## src/rtl/bitmap_font_text_rasterizer_unit_assert.svh

```systemverilog
// Assertion macros for the text rasterizer.
`ifndef BITMAP_FONT_TEXT_RASTERIZER_UNIT_ASSERT_SVH
`define BITMAP_FONT_TEXT_RASTERIZER_UNIT_ASSERT_SVH

// same-cycle implication, sampled on aclk, off during reset
`define BFTR_ASSERT_SAME(lbl, ante, cons, msg) \
    lbl: assert property (@(posedge aclk) disable iff (!aresetn) (ante) |-> (cons)) \
        else $error(msg);

// next-cycle implication, sampled on aclk, off during reset
`define BFTR_ASSERT_NEXT(lbl, ante, cons, msg) \
    lbl: assert property (@(posedge aclk) disable iff (!aresetn) (ante) |=> (cons)) \
        else $error(msg);

`endif

```

## src/rtl/bftr_pkg.sv

```systemverilog
package bftr_pkg;

    localparam int COORD_BITS_DEFAULT = 16;
    localparam int CHAR_BITS      = 8;
    localparam int PIX_BITS       = 16;
    localparam int COLOR_BITS     = 24;
    localparam int OUT_TDATA_BITS = 2 * PIX_BITS + COLOR_BITS;
    localparam int CFG_ADDR_BITS  = 4;
    localparam int CFG_DATA_BITS  = 32;

    localparam int GLYPH_W     = 5;
    localparam int GLYPH_H     = 7;
    localparam int GLYPH_CELLS = GLYPH_W * GLYPH_H;
    localparam int ADV_X       = GLYPH_W + 2;
    localparam int ADV_Y       = GLYPH_H + 1;
    localparam int NUM_GLYPHS  = 38;
    localparam int CELL_BITS   = $clog2(GLYPH_CELLS);
    localparam int ROW_BITS    = $clog2(GLYPH_H);
    localparam int COL_BITS    = $clog2(GLYPH_W);
    localparam int SLOT_BITS   = $clog2(NUM_GLYPHS);

    localparam logic [CHAR_BITS-1:0] CHAR_NEWLINE = 8'h0A;
    localparam logic [CHAR_BITS-1:0] CHAR_UPPER_A = 8'h41;
    localparam logic [CHAR_BITS-1:0] CHAR_UPPER_Z = 8'h5A;
    localparam logic [CHAR_BITS-1:0] CHAR_DIGIT_0 = 8'h30;
    localparam logic [CHAR_BITS-1:0] CHAR_DIGIT_9 = 8'h39;
    localparam logic [CHAR_BITS-1:0] CHAR_COLON   = 8'h3A;
    localparam logic [CHAR_BITS-1:0] CHAR_PERIOD  = 8'h2E;

    localparam logic [SLOT_BITS-1:0] SLOT_DIGIT_BASE = 6'd26;
    localparam logic [SLOT_BITS-1:0] SLOT_COLON      = 6'd36;
    localparam logic [SLOT_BITS-1:0] SLOT_PERIOD     = 6'd37;

    typedef enum logic [2:0] {
        CMD_IDLE,
        CMD_NEWLINE,
        CMD_SKIP,
        CMD_LOAD,
        CMD_STEP,
        CMD_DONE
    } dp_op_t;

    typedef struct packed {
        dp_op_t op;
        logic   emit;
    } dp_cmd_t;

    typedef struct packed {
        logic code_newline;
        logic code_glyph;
        logic cell_lit;
        logic cell_last;
        logic out_free;
    } dp_status_t;

    // rows top to bottom, bit 4 is the leftmost column
    localparam logic [GLYPH_W-1:0] FONT_ROM [NUM_GLYPHS][GLYPH_H] = '{
        '{5'h1F,5'h11,5'h11,5'h1F,5'h11,5'h11,5'h11},
        '{5'h1E,5'h11,5'h11,5'h1E,5'h11,5'h11,5'h1E},
        '{5'h0F,5'h10,5'h10,5'h10,5'h10,5'h10,5'h0F},
        '{5'h1E,5'h11,5'h11,5'h11,5'h11,5'h11,5'h1E},
        '{5'h1F,5'h10,5'h10,5'h1F,5'h10,5'h10,5'h1F},
        '{5'h1F,5'h10,5'h10,5'h1F,5'h10,5'h10,5'h10},
        '{5'h1F,5'h10,5'h10,5'h13,5'h11,5'h11,5'h1F},
        '{5'h11,5'h11,5'h11,5'h1F,5'h11,5'h11,5'h11},
        '{5'h1F,5'h04,5'h04,5'h04,5'h04,5'h04,5'h1F},
        '{5'h1F,5'h02,5'h02,5'h02,5'h02,5'h12,5'h0C},
        '{5'h11,5'h12,5'h14,5'h18,5'h14,5'h12,5'h11},
        '{5'h10,5'h10,5'h10,5'h10,5'h10,5'h10,5'h1F},
        '{5'h1F,5'h15,5'h15,5'h15,5'h15,5'h11,5'h11},
        '{5'h11,5'h19,5'h19,5'h15,5'h13,5'h13,5'h11},
        '{5'h1F,5'h11,5'h11,5'h11,5'h11,5'h11,5'h1F},
        '{5'h1F,5'h11,5'h11,5'h1F,5'h10,5'h10,5'h10},
        '{5'h1F,5'h11,5'h11,5'h11,5'h11,5'h1E,5'h01},
        '{5'h1F,5'h11,5'h11,5'h1F,5'h14,5'h12,5'h11},
        '{5'h1F,5'h10,5'h10,5'h1F,5'h01,5'h01,5'h1F},
        '{5'h1F,5'h04,5'h04,5'h04,5'h04,5'h04,5'h04},
        '{5'h11,5'h11,5'h11,5'h11,5'h11,5'h11,5'h1F},
        '{5'h11,5'h11,5'h11,5'h11,5'h11,5'h11,5'h0E},
        '{5'h11,5'h11,5'h11,5'h15,5'h15,5'h15,5'h1F},
        '{5'h11,5'h0A,5'h0A,5'h04,5'h0A,5'h0A,5'h11},
        '{5'h11,5'h11,5'h11,5'h1F,5'h04,5'h04,5'h04},
        '{5'h1F,5'h01,5'h02,5'h02,5'h04,5'h08,5'h1F},
        '{5'h1F,5'h19,5'h15,5'h15,5'h15,5'h13,5'h1F},
        '{5'h0C,5'h14,5'h04,5'h04,5'h04,5'h04,5'h1F},
        '{5'h0E,5'h11,5'h01,5'h02,5'h0C,5'h10,5'h1F},
        '{5'h1E,5'h01,5'h01,5'h06,5'h01,5'h01,5'h1E},
        '{5'h03,5'h09,5'h11,5'h1F,5'h01,5'h01,5'h01},
        '{5'h1F,5'h10,5'h10,5'h1E,5'h01,5'h01,5'h1E},
        '{5'h0F,5'h10,5'h10,5'h1E,5'h11,5'h11,5'h0E},
        '{5'h1F,5'h01,5'h02,5'h02,5'h04,5'h08,5'h10},
        '{5'h0E,5'h11,5'h11,5'h0E,5'h11,5'h11,5'h0E},
        '{5'h0E,5'h11,5'h11,5'h0F,5'h01,5'h01,5'h1E},
        '{5'h04,5'h04,5'h04,5'h00,5'h04,5'h04,5'h04},
        '{5'h00,5'h00,5'h00,5'h00,5'h00,5'h18,5'h18}
    };

    // {valid, slot}
    function automatic logic [SLOT_BITS:0] glyph_lookup(input logic [CHAR_BITS-1:0] code);
        logic [SLOT_BITS:0] res;
        res = '0;
        if (code >= CHAR_UPPER_A && code <= CHAR_UPPER_Z) begin
            res = {1'b1, SLOT_BITS'(code - CHAR_UPPER_A)};
        end else if (code >= CHAR_DIGIT_0 && code <= CHAR_DIGIT_9) begin
            res = {1'b1, SLOT_DIGIT_BASE + SLOT_BITS'(code - CHAR_DIGIT_0)};
        end else if (code == CHAR_COLON) begin
            res = {1'b1, SLOT_COLON};
        end else if (code == CHAR_PERIOD) begin
            res = {1'b1, SLOT_PERIOD};
        end
        return res;
    endfunction

    // bit row*GLYPH_W+col set when that cell is lit
    function automatic logic [GLYPH_CELLS-1:0] glyph_bitmap(input logic [SLOT_BITS-1:0] slot);
        logic [GLYPH_CELLS-1:0] bm;
        bm = '0;
        if (slot < SLOT_BITS'(NUM_GLYPHS)) begin
            for (int r = 0; r < GLYPH_H; r++) begin
                for (int c = 0; c < GLYPH_W; c++) begin
                    bm[r * GLYPH_W + c] = FONT_ROM[slot][r][GLYPH_W - 1 - c];
                end
            end
        end
        return bm;
    endfunction

endpackage

```

## src/rtl/bftr_regs.sv

```systemverilog
module bftr_regs (
    input  logic                                aclk,
    input  logic                                aresetn,
    input  logic                                psel,
    input  logic                                penable,
    input  logic                                pwrite,
    input  logic [bftr_pkg::CFG_ADDR_BITS-1:0]  paddr,
    input  logic [bftr_pkg::CFG_DATA_BITS-1:0]  pwdata,
    output logic [bftr_pkg::CFG_DATA_BITS-1:0]  prdata,
    output logic                                pready,
    output logic [bftr_pkg::PIX_BITS-1:0]       origin_x,
    output logic [bftr_pkg::PIX_BITS-1:0]       origin_y,
    output logic [bftr_pkg::COLOR_BITS-1:0]     text_color
);
    import bftr_pkg::*;

    localparam int IDX_BITS = CFG_ADDR_BITS - 2;
    localparam logic [IDX_BITS-1:0] REG_ORIGIN_X   = 2'd0;
    localparam logic [IDX_BITS-1:0] REG_ORIGIN_Y   = 2'd1;
    localparam logic [IDX_BITS-1:0] REG_TEXT_COLOR = 2'd2;

    logic [IDX_BITS-1:0]   idx;
    logic                  wr_en;
    logic [PIX_BITS-1:0]   origin_x_reg, origin_x_next;
    logic [PIX_BITS-1:0]   origin_y_reg, origin_y_next;
    logic [COLOR_BITS-1:0] color_reg, color_next;

    assign idx    = paddr[CFG_ADDR_BITS-1:2];
    assign pready = 1'b1;
    assign wr_en  = psel && penable && pwrite && pready;

    always_comb begin
        origin_x_next = origin_x_reg;
        origin_y_next = origin_y_reg;
        color_next    = color_reg;
        if (wr_en) begin
            case (idx)
                REG_ORIGIN_X:   origin_x_next = pwdata[PIX_BITS-1:0];
                REG_ORIGIN_Y:   origin_y_next = pwdata[PIX_BITS-1:0];
                REG_TEXT_COLOR: color_next    = pwdata[COLOR_BITS-1:0];
                default: ;
            endcase
        end
    end

    always_ff @(posedge aclk) begin
        if (!aresetn) begin
            origin_x_reg <= '0;
            origin_y_reg <= '0;
            color_reg    <= '1;
        end else begin
            origin_x_reg <= origin_x_next;
            origin_y_reg <= origin_y_next;
            color_reg    <= color_next;
        end
    end

    always_comb begin
        case (idx)
            REG_ORIGIN_X:   prdata = CFG_DATA_BITS'(origin_x_reg);
            REG_ORIGIN_Y:   prdata = CFG_DATA_BITS'(origin_y_reg);
            REG_TEXT_COLOR: prdata = CFG_DATA_BITS'(color_reg);
            default:        prdata = '0;
        endcase
    end

    assign origin_x   = origin_x_reg;
    assign origin_y   = origin_y_reg;
    assign text_color = color_reg;

endmodule

```

## src/rtl/bftr_ctrl.sv

```systemverilog
module bftr_ctrl (
    input  logic                   aclk,
    input  logic                   aresetn,
    input  logic                   s_tvalid,
    output logic                   s_tready,
    input  bftr_pkg::dp_status_t   status,
    output bftr_pkg::dp_cmd_t      cmd
);
    import bftr_pkg::*;

    typedef enum logic {
        ST_IDLE,
        ST_SCAN
    } state_t;

    state_t state_reg, state_next;
    logic   s_tready_reg, s_tready_next;

    always_comb begin
        state_next    = state_reg;
        s_tready_next = s_tready_reg;
        cmd.op        = CMD_IDLE;
        cmd.emit      = 1'b0;
        case (state_reg)
            ST_IDLE: begin
                if (s_tvalid) begin
                    if (status.code_newline) begin
                        cmd.op = CMD_NEWLINE;
                    end else if (status.code_glyph) begin
                        cmd.op        = CMD_LOAD;
                        state_next    = ST_SCAN;
                        s_tready_next = 1'b0;
                    end else begin
                        cmd.op = CMD_SKIP;
                    end
                end
            end
            ST_SCAN: begin
                if (!status.cell_lit) begin
                    cmd.op = CMD_STEP;
                end else if (status.out_free) begin
                    cmd.emit = 1'b1;
                    if (status.cell_last) begin
                        cmd.op        = CMD_DONE;
                        state_next    = ST_IDLE;
                        s_tready_next = 1'b1;
                    end else begin
                        cmd.op = CMD_STEP;
                    end
                end
            end
            default: begin
                state_next    = ST_IDLE;
                s_tready_next = 1'b1;
            end
        endcase
    end

    always_ff @(posedge aclk) begin
        if (!aresetn) begin
            state_reg    <= ST_IDLE;
            s_tready_reg <= 1'b1;
        end else begin
            state_reg    <= state_next;
            s_tready_reg <= s_tready_next;
        end
    end

    assign s_tready = s_tready_reg;

endmodule

```

## src/rtl/bftr_datapath.sv

```systemverilog
module bftr_datapath #(
    parameter int COORD_BITS = bftr_pkg::COORD_BITS_DEFAULT
) (
    input  logic                              aclk,
    input  logic                              aresetn,
    input  bftr_pkg::dp_cmd_t                 cmd,
    output bftr_pkg::dp_status_t              status,
    input  logic [bftr_pkg::CHAR_BITS-1:0]    s_char_code,
    input  logic                              s_string_start,
    input  logic [bftr_pkg::PIX_BITS-1:0]     origin_x,
    input  logic [bftr_pkg::PIX_BITS-1:0]     origin_y,
    input  logic [bftr_pkg::COLOR_BITS-1:0]   text_color,
    input  logic                              m_tready,
    output logic                              m_tvalid,
    output logic [bftr_pkg::PIX_BITS-1:0]     m_pixel_x,
    output logic [bftr_pkg::PIX_BITS-1:0]     m_pixel_y,
    output logic [bftr_pkg::COLOR_BITS-1:0]   m_pixel_color,
    output logic                              m_last_pixel
);
    import bftr_pkg::*;

    localparam int SW  = (COORD_BITS > PIX_BITS ? COORD_BITS : PIX_BITS) + 1;
    localparam int CW1 = COORD_BITS + 1;
    localparam logic [COORD_BITS-1:0] COORD_MAX = '1;
    localparam logic [SW-1:0] PIX_MAX =
        (COORD_BITS < PIX_BITS) ? SW'(COORD_MAX) : SW'({PIX_BITS{1'b1}});

    function automatic logic [COORD_BITS-1:0] clamp_origin(input logic [PIX_BITS-1:0] o);
        logic [SW-1:0] w;
        w = SW'(o);
        return (w > SW'(COORD_MAX)) ? COORD_MAX : w[COORD_BITS-1:0];
    endfunction

    function automatic logic [COORD_BITS-1:0] sat_adv(input logic [COORD_BITS-1:0] c,
                                                     input logic [3:0] inc);
        logic [CW1-1:0] s;
        s = {1'b0, c} + CW1'(inc);
        return s[COORD_BITS] ? COORD_MAX : s[COORD_BITS-1:0];
    endfunction

    function automatic logic [PIX_BITS-1:0] pix_sat(input logic [COORD_BITS-1:0] c,
                                                   input logic [ROW_BITS-1:0] off);
        logic [SW-1:0] s;
        logic [SW-1:0] p;
        s = SW'(c) + SW'(off);
        p = (s > PIX_MAX) ? PIX_MAX : s;
        return p[PIX_BITS-1:0];
    endfunction

    logic [COORD_BITS-1:0]  cursor_x_reg, cursor_x_next;
    logic [COORD_BITS-1:0]  cursor_y_reg, cursor_y_next;
    logic [GLYPH_CELLS-1:0] bitmap_reg, bitmap_next;
    logic [CELL_BITS-1:0]   cell_reg, cell_next;
    logic [ROW_BITS-1:0]    row_reg, row_next;
    logic [COL_BITS-1:0]    col_reg, col_next;
    logic                   m_tvalid_reg, m_tvalid_next;
    logic [PIX_BITS-1:0]    pix_x_reg, pix_x_next;
    logic [PIX_BITS-1:0]    pix_y_reg, pix_y_next;
    logic [COLOR_BITS-1:0]  color_reg, color_next;
    logic                   last_reg, last_next;

    logic [COORD_BITS-1:0]  base_x, base_y;
    logic [SLOT_BITS:0]     lookup;
    logic [GLYPH_CELLS-1:0] rest;

    assign base_x = s_string_start ? clamp_origin(origin_x) : cursor_x_reg;
    assign base_y = s_string_start ? clamp_origin(origin_y) : cursor_y_reg;
    assign lookup = glyph_lookup(s_char_code);
    assign rest   = (bitmap_reg >> cell_reg) >> 1;

    assign status.code_newline = (s_char_code == CHAR_NEWLINE);
    assign status.code_glyph   = lookup[SLOT_BITS];
    assign status.cell_lit     = bitmap_reg[cell_reg];
    assign status.cell_last    = (rest == '0);
    assign status.out_free     = !m_tvalid_reg || m_tready;

    always_comb begin
        cursor_x_next = cursor_x_reg;
        cursor_y_next = cursor_y_reg;
        bitmap_next   = bitmap_reg;
        cell_next     = cell_reg;
        row_next      = row_reg;
        col_next      = col_reg;
        case (cmd.op)
            CMD_NEWLINE: begin
                cursor_x_next = clamp_origin(origin_x);
                cursor_y_next = sat_adv(base_y, 4'(ADV_Y));
            end
            CMD_SKIP: begin
                cursor_x_next = sat_adv(base_x, 4'(ADV_X));
                cursor_y_next = base_y;
            end
            CMD_LOAD: begin
                cursor_x_next = base_x;
                cursor_y_next = base_y;
                bitmap_next   = glyph_bitmap(lookup[SLOT_BITS-1:0]);
                cell_next     = '0;
                row_next      = '0;
                col_next      = '0;
            end
            CMD_STEP: begin
                cell_next = cell_reg + 1'b1;
                if (col_reg == COL_BITS'(GLYPH_W - 1)) begin
                    col_next = '0;
                    row_next = row_reg + 1'b1;
                end else begin
                    col_next = col_reg + 1'b1;
                end
            end
            CMD_DONE: begin
                cursor_x_next = sat_adv(cursor_x_reg, 4'(ADV_X));
            end
            default: ;
        endcase
    end

    always_comb begin
        m_tvalid_next = m_tvalid_reg;
        pix_x_next    = pix_x_reg;
        pix_y_next    = pix_y_reg;
        color_next    = color_reg;
        last_next     = last_reg;
        if (cmd.emit) begin
            m_tvalid_next = 1'b1;
            pix_x_next    = pix_sat(cursor_x_reg, ROW_BITS'(col_reg));
            pix_y_next    = pix_sat(cursor_y_reg, row_reg);
            color_next    = text_color;
            last_next     = (cmd.op == CMD_DONE);
        end else if (m_tready) begin
            m_tvalid_next = 1'b0;
        end
    end

    always_ff @(posedge aclk) begin
        if (!aresetn) begin
            cursor_x_reg <= '0;
            cursor_y_reg <= '0;
            cell_reg     <= '0;
            row_reg      <= '0;
            col_reg      <= '0;
            m_tvalid_reg <= 1'b0;
        end else begin
            cursor_x_reg <= cursor_x_next;
            cursor_y_reg <= cursor_y_next;
            cell_reg     <= cell_next;
            row_reg      <= row_next;
            col_reg      <= col_next;
            m_tvalid_reg <= m_tvalid_next;
        end
    end

    always_ff @(posedge aclk) begin
        bitmap_reg <= bitmap_next;
        pix_x_reg  <= pix_x_next;
        pix_y_reg  <= pix_y_next;
        color_reg  <= color_next;
        last_reg   <= last_next;
    end

    assign m_tvalid      = m_tvalid_reg;
    assign m_pixel_x     = pix_x_reg;
    assign m_pixel_y     = pix_y_reg;
    assign m_pixel_color = color_reg;
    assign m_last_pixel  = last_reg;

endmodule

```

## src/rtl/bitmap_font_text_rasterizer_unit.sv

```systemverilog
// Channel  | Dir | Handshake                 | Payload
// s_       | in  | s_tvalid / s_tready       | tdata: char_code, tuser: string_start
// m_       | out | m_tvalid / m_tready       | tdata: pixel_x, pixel_y, pixel_color;
//          |     |                           | tlast: last_pixel
// cfg      | in  | psel / penable / pready   | origin_x @0x0, origin_y @0x4, text_color @0x8
//
// Newline, space and unknown codes are consumed while the controller stays idle.
// A glyph is loaded, then the single-cell glyph scanner steps up to its last lit cell.
// A lit cell waits while the output register is full and m_tready is low.
// Synchronous active-low reset clears cursor, scanner and output valid.
`include "bitmap_font_text_rasterizer_unit_assert.svh"

module bitmap_font_text_rasterizer_unit #(
    parameter int COORD_BITS = bftr_pkg::COORD_BITS_DEFAULT
) (
    input  logic                                 aclk,
    input  logic                                 aresetn,
    input  logic                                 s_tvalid,
    output logic                                 s_tready,
    input  logic [bftr_pkg::CHAR_BITS-1:0]       s_tdata,   // [7:0] char_code
    input  logic                                 s_tuser,   // [0] string_start
    output logic                                 m_tvalid,
    input  logic                                 m_tready,
    // [15:0] pixel_x, [31:16] pixel_y, [55:32] pixel_color
    output logic [bftr_pkg::OUT_TDATA_BITS-1:0]  m_tdata,
    output logic                                 m_tlast,
    input  logic                                 psel,
    input  logic                                 penable,
    input  logic                                 pwrite,
    input  logic [bftr_pkg::CFG_ADDR_BITS-1:0]   paddr,
    input  logic [bftr_pkg::CFG_DATA_BITS-1:0]   pwdata,
    output logic [bftr_pkg::CFG_DATA_BITS-1:0]   prdata,
    output logic                                 pready
);
    import bftr_pkg::*;

    logic [PIX_BITS-1:0]   origin_x;
    logic [PIX_BITS-1:0]   origin_y;
    logic [COLOR_BITS-1:0] text_color;
    logic [PIX_BITS-1:0]   pixel_x;
    logic [PIX_BITS-1:0]   pixel_y;
    logic [COLOR_BITS-1:0] pixel_color;
    dp_cmd_t               cmd;
    dp_status_t            status;

    bftr_regs u_regs (
        .aclk       (aclk),
        .aresetn    (aresetn),
        .psel       (psel),
        .penable    (penable),
        .pwrite     (pwrite),
        .paddr      (paddr),
        .pwdata     (pwdata),
        .prdata     (prdata),
        .pready     (pready),
        .origin_x   (origin_x),
        .origin_y   (origin_y),
        .text_color (text_color)
    );

    bftr_ctrl u_ctrl (
        .aclk     (aclk),
        .aresetn  (aresetn),
        .s_tvalid (s_tvalid),
        .s_tready (s_tready),
        .status   (status),
        .cmd      (cmd)
    );

    bftr_datapath #(
        .COORD_BITS (COORD_BITS)
    ) u_datapath (
        .aclk           (aclk),
        .aresetn        (aresetn),
        .cmd            (cmd),
        .status         (status),
        .s_char_code    (s_tdata),
        .s_string_start (s_tuser),
        .origin_x       (origin_x),
        .origin_y       (origin_y),
        .text_color     (text_color),
        .m_tready       (m_tready),
        .m_tvalid       (m_tvalid),
        .m_pixel_x      (pixel_x),
        .m_pixel_y      (pixel_y),
        .m_pixel_color  (pixel_color),
        .m_last_pixel   (m_tlast)
    );

    assign m_tdata = {pixel_color, pixel_y, pixel_x};

    `BFTR_ASSERT_SAME(a_emit_needs_room, cmd.emit, (!m_tvalid || m_tready), "pixel emitted into a full output register")
    `BFTR_ASSERT_SAME(a_scan_blocks_input, (cmd.op == CMD_STEP || cmd.op == CMD_DONE), !s_tready, "input open during glyph scan")
    `BFTR_ASSERT_NEXT(a_load_closes_input, (s_tvalid && s_tready && cmd.op == CMD_LOAD), !s_tready, "input still open after glyph load")

endmodule

```

## config.mk

```make
export PLATFORM = sky130hd
export DESIGN_NAME = bitmap_font_text_rasterizer_unit
export DESIGN_NICKNAME = d
export VERILOG_FILES = /design/src/rtl/bftr_pkg.sv /design/src/rtl/bftr_regs.sv /design/src/rtl/bftr_ctrl.sv /design/src/rtl/bftr_datapath.sv /design/src/rtl/bitmap_font_text_rasterizer_unit.sv
export VERILOG_INCLUDE_DIRS = /design/src /design/src/rtl
export SDC_FILE = /design/constraint.sdc
export NUM_CORES = 1
export LEC_CHECK = 0
export ABC_AREA = 1
export BUFFER_PORTS_ARGS = -buffer_cell sky130_fd_sc_hd__buf_2
export CAP_MARGIN = 30
export CORE_UTILIZATION = 62
export CTS_BUF_LIST = sky130_fd_sc_hd__clkbuf_4 sky130_fd_sc_hd__clkbuf_8
export CTS_CLUSTER_SIZE = 10
export DETAILED_ROUTE_END_ITERATION = 8
export PLACE_DENSITY = 0.92
export SLEW_MARGIN = 40
export SYNTH_ARGS = -nofsm -noshare
export SYNTH_HDL_FRONTEND = slang
export SYNTH_HIERARCHICAL = 1
export SYNTH_SLANG_ARGS = --single-unit
```

## constraint.sdc

```tcl
create_clock -name aclk -period 5.4 [get_ports aclk]
set_clock_uncertainty 0.1 [all_clocks]
set_input_delay 0.81 -clock aclk [delete_from_list [all_inputs] [get_ports aclk]]
set_output_delay 0.81 -clock aclk [all_outputs]
set_load 0.1 [all_outputs]
```

==> impl_metrics.tcl <==
set metrics [dict create \
    status "finished, final reports clean" \
    postPlaceCellArea_um2 13600 \
    cts_tree "yes" \
    area_growth_pct 9.09 \
    post_cts_resized 0 \
    clk_pin_slew_ps 150 \
    drc 0 \
    grt_max_degree 84 \
    swShare 0.375 \
    num_antenna_cells 0 \
    syn_inst 1931 \
    synth-main-ff-cell "dfxtp_1" \
    p_seq_frac 0.473 \
    peakVddDrop_v 0.000167 \
    power_leakage_nw 6.67 \
    seq_area_frac_synth 0.373 \
    drive_gt1_frac 0.114 \
    synth_top_area_cell "edfxtp_1" \
    cts_root_buf "clkbuf_8" \
    fin_util 0.693 \
    final_cell_area_um2 14100 \
    post-cts-setup-buffer-count 0 \
    wl_per_cell_um 16.2 \
    yosysMostFrequentCell "nand2_1" \
    vias_per_cell 5.84 \
    rsz0062_at_grt "false" \
    slowest_delay_ps 630 \
    synth_area_leaders "edfxtp_1 21%, nand2_1 18%, dfxtp_1 16%, nand3_1 8.6%, inv_1 6.0%" \
    insertion_delay_ps 510 \
    hpwl_um 26800 \
    setup_viol 0 \
    min_period_over_period 0.851 \
    yosys_register_bits 195 \
    cts_made_buffers 17 \
    synth_edf_count 92 \
    syn_area_um2 12900 \
    relSlewSlack 0.464 \
    start_util 0.635 \
    grt.total_usage 0.344 \
    synth_cell_types 57 \
    maxCapViolCount 0 \
    async_reset_ff_frac 0 \
    hold_buffers 0 \
    crit_top_cell "nand2_1" \
    worstMarginPinSlew_ps 802 \
    rows 52 \
    yosys.area.top_type_share 0.214 \
    fin_ws_ps 806 \
    drt_pre_antenna_iters 6 \
    worstPathMaxFanout 26 \
    htreeDepth 4 \
    p_clk_frac 0.314 \
    setup_tns_ps 0 \
    largest_reg_flops 35 \
    core_um2 20400 \
    power_mw 3.50 \
    die_h_um 146 \
    cp-end-kind "flip-flop" \
    fmax_ghz 0.218 \
    antenna_found_initial 0 \
    crit_slowest_cell "nor2_1" \
    startpoint_type "flip-flop" \
    dieArea_um2 21400 \
    min_period_ps 4590 \
    ioPinCount 144 \
    whs_path_depth 0 \
    die_x_um 146 \
    grt_pass1_vias 11900 \
    clock-sinks 195 \
    synth_warnings 6 \
    synth_common_cells "604 x nand2_1, 222 x nand3_1, 208 x inv_1, 196 x nor2_1, 119 x o21ai_0" \
    port-buffer-count 124 \
    critical_path_class "flip-flop to flip-flop" \
    hold_viol_final 0 \
    grt.overflow.total 0 \
    required_ps 5720 \
    hold_path_class "flip-flop to flip-flop" \
    arrival_ps 4910 \
    detail-route-antenna-nets 0 \
    finalMaxSlewViolations 0 \
    place.gp.congestion 0.993 \
    synth_area_per_cell_um2 6.70 \
    wl_um 37100 \
    internal-power_mw 2.19 \
    nets 2091 \
    place_ws_ps 1070 \
    first_iter_violations 1895 \
    cts_buffer_depth 2 \
    grt_pass1_wl_um 59400 \
    switching_power_mw 1.31 \
    worstPathCellList "clkinv_1 > nand2_1 > nand2_1 > o21ai_0 > nand2_1 > nor2_1 > nor2_1 > nor2_1 > nand3_1 > nand2_1 > nand3_1 > nand2_1 > nand2_1 > nand2_1 > nand2_2 > o22ai_1 > nor2_1 > nor2_1 > inv_1 > a31oi_1 > o21ai_0 > a21oi_1" \
    combPwrFrac 0.212 \
    power_density_nw_per_um2 248 \
    vias 13400 \
    worst-r2r-cell-count 22 \
]
==> power groups by stage <==
stage               registers, mW  logic [mW]  clock network [mW]
floorplan                    1.72       0.524                   0
global placement             1.68       0.703                   0
detailed placement           1.69       0.719                   0
CTS                          1.65       0.725                1.11
global route                 1.66       0.808                1.16
finish                       1.66       0.744                1.10
==> metrics by stage <==
stage / cells / hold slack (ps)
after global routing: 2298 / 389
after global placement: 2265 / 338
after floorplan: 1938 / 330
final: 2298 / 370
after detailed placement: 2265 / 343
after CTS: 2297 / 370
==> cell usage in the layout (no fill, tap or decap), types with 8 or more instances in the layout <==
| cell | count |
|---|---|
| conb_1 | 9 |
| xnor2_1 | 8 |
| nand2_2 | 8 |
| inv_1 | 208 |
| a21oi_1 | 75 |
| buf_2 | 123 |
| clkbuf_8 | 17 |
| inv_2 | 11 |
| o211ai_1 | 11 |
| nand2_1 | 604 |
| nor3_1 | 16 |
| xor2_1 | 27 |
| buf_4 | 16 |
| edfxtp_1 | 92 |
| o21ai_1 | 22 |
| a31oi_1 | 8 |
| nor2_2 | 9 |
| nor2_1 | 193 |
| dfxtp_1 | 103 |
| nand4_1 | 13 |
| o21ai_0 | 119 |
| ha_1 | 22 |
| nand3_1 | 222 |
==> cell type report <==
type / instances / area [um^2]
clock inverters: 15 / 239
inverters: 224 / 843
clock buffers: 17 / 234
repair buffers: 141 / 776
flip-flops and latches: 195 / 4820
multi-input cells: 1436 / 6850
well taps: 270 / 338
fillers: 1683 / 6260
==> worst max-delay path, delay by kind of cell (launching register included) <==
kind | cells | cell delay [ps]
and+or+nand+nor | 15 | 1990
DFF | 1 | 350
buffers and inverters | 2 | 870
AOI/OAI and AO/OA | 5 | 1190
==> final timing paths <==
path,startpoint,end,slack (ps)
hold / removal,u_regs/text_color[22]$_SDFFE_PN1P_,u_datapath/m_pixel_color[22]$_DFFE_PP_,370
setup reg to reg,u_datapath/cell_reg[0]$_SDFFE_PN0P_,u_datapath/cursor_y_reg[3]$_SDFFE_PN0P_,810
setup / recovery,u_datapath/cell_reg[0]$_SDFFE_PN0P_,u_datapath/cursor_y_reg[3]$_SDFFE_PN0P_,810
hold reg to reg,u_regs/text_color[22]$_SDFFE_PN1P_,u_datapath/m_pixel_color[22]$_DFFE_PP_,370
==> layer usage <==
layer	wire length, um	up-vias	GRT usage
met2	16600	845	0.537
met3	4130	96	0.0666
met5	0	-	0
met4	888	0	0.105
li1	-	6421	-
met1	15500	6051	0.482
==> logic make-up after synthesis <==
logic type | Yosys count | synth area share
muxes | 2 | 0.00155
adders and majority gates | 24 | 0.0244
other | 2 | 0.000581
buffers and inverters | 307 | 0.101
xor gates and xnor gates | 35 | 0.0237
DFF | 195 | 0.373
and+or+nand+nor | 1096 | 0.360
AOI/OAI and AO/OA | 270 | 0.116
Power figures use the tool's default switching activity.
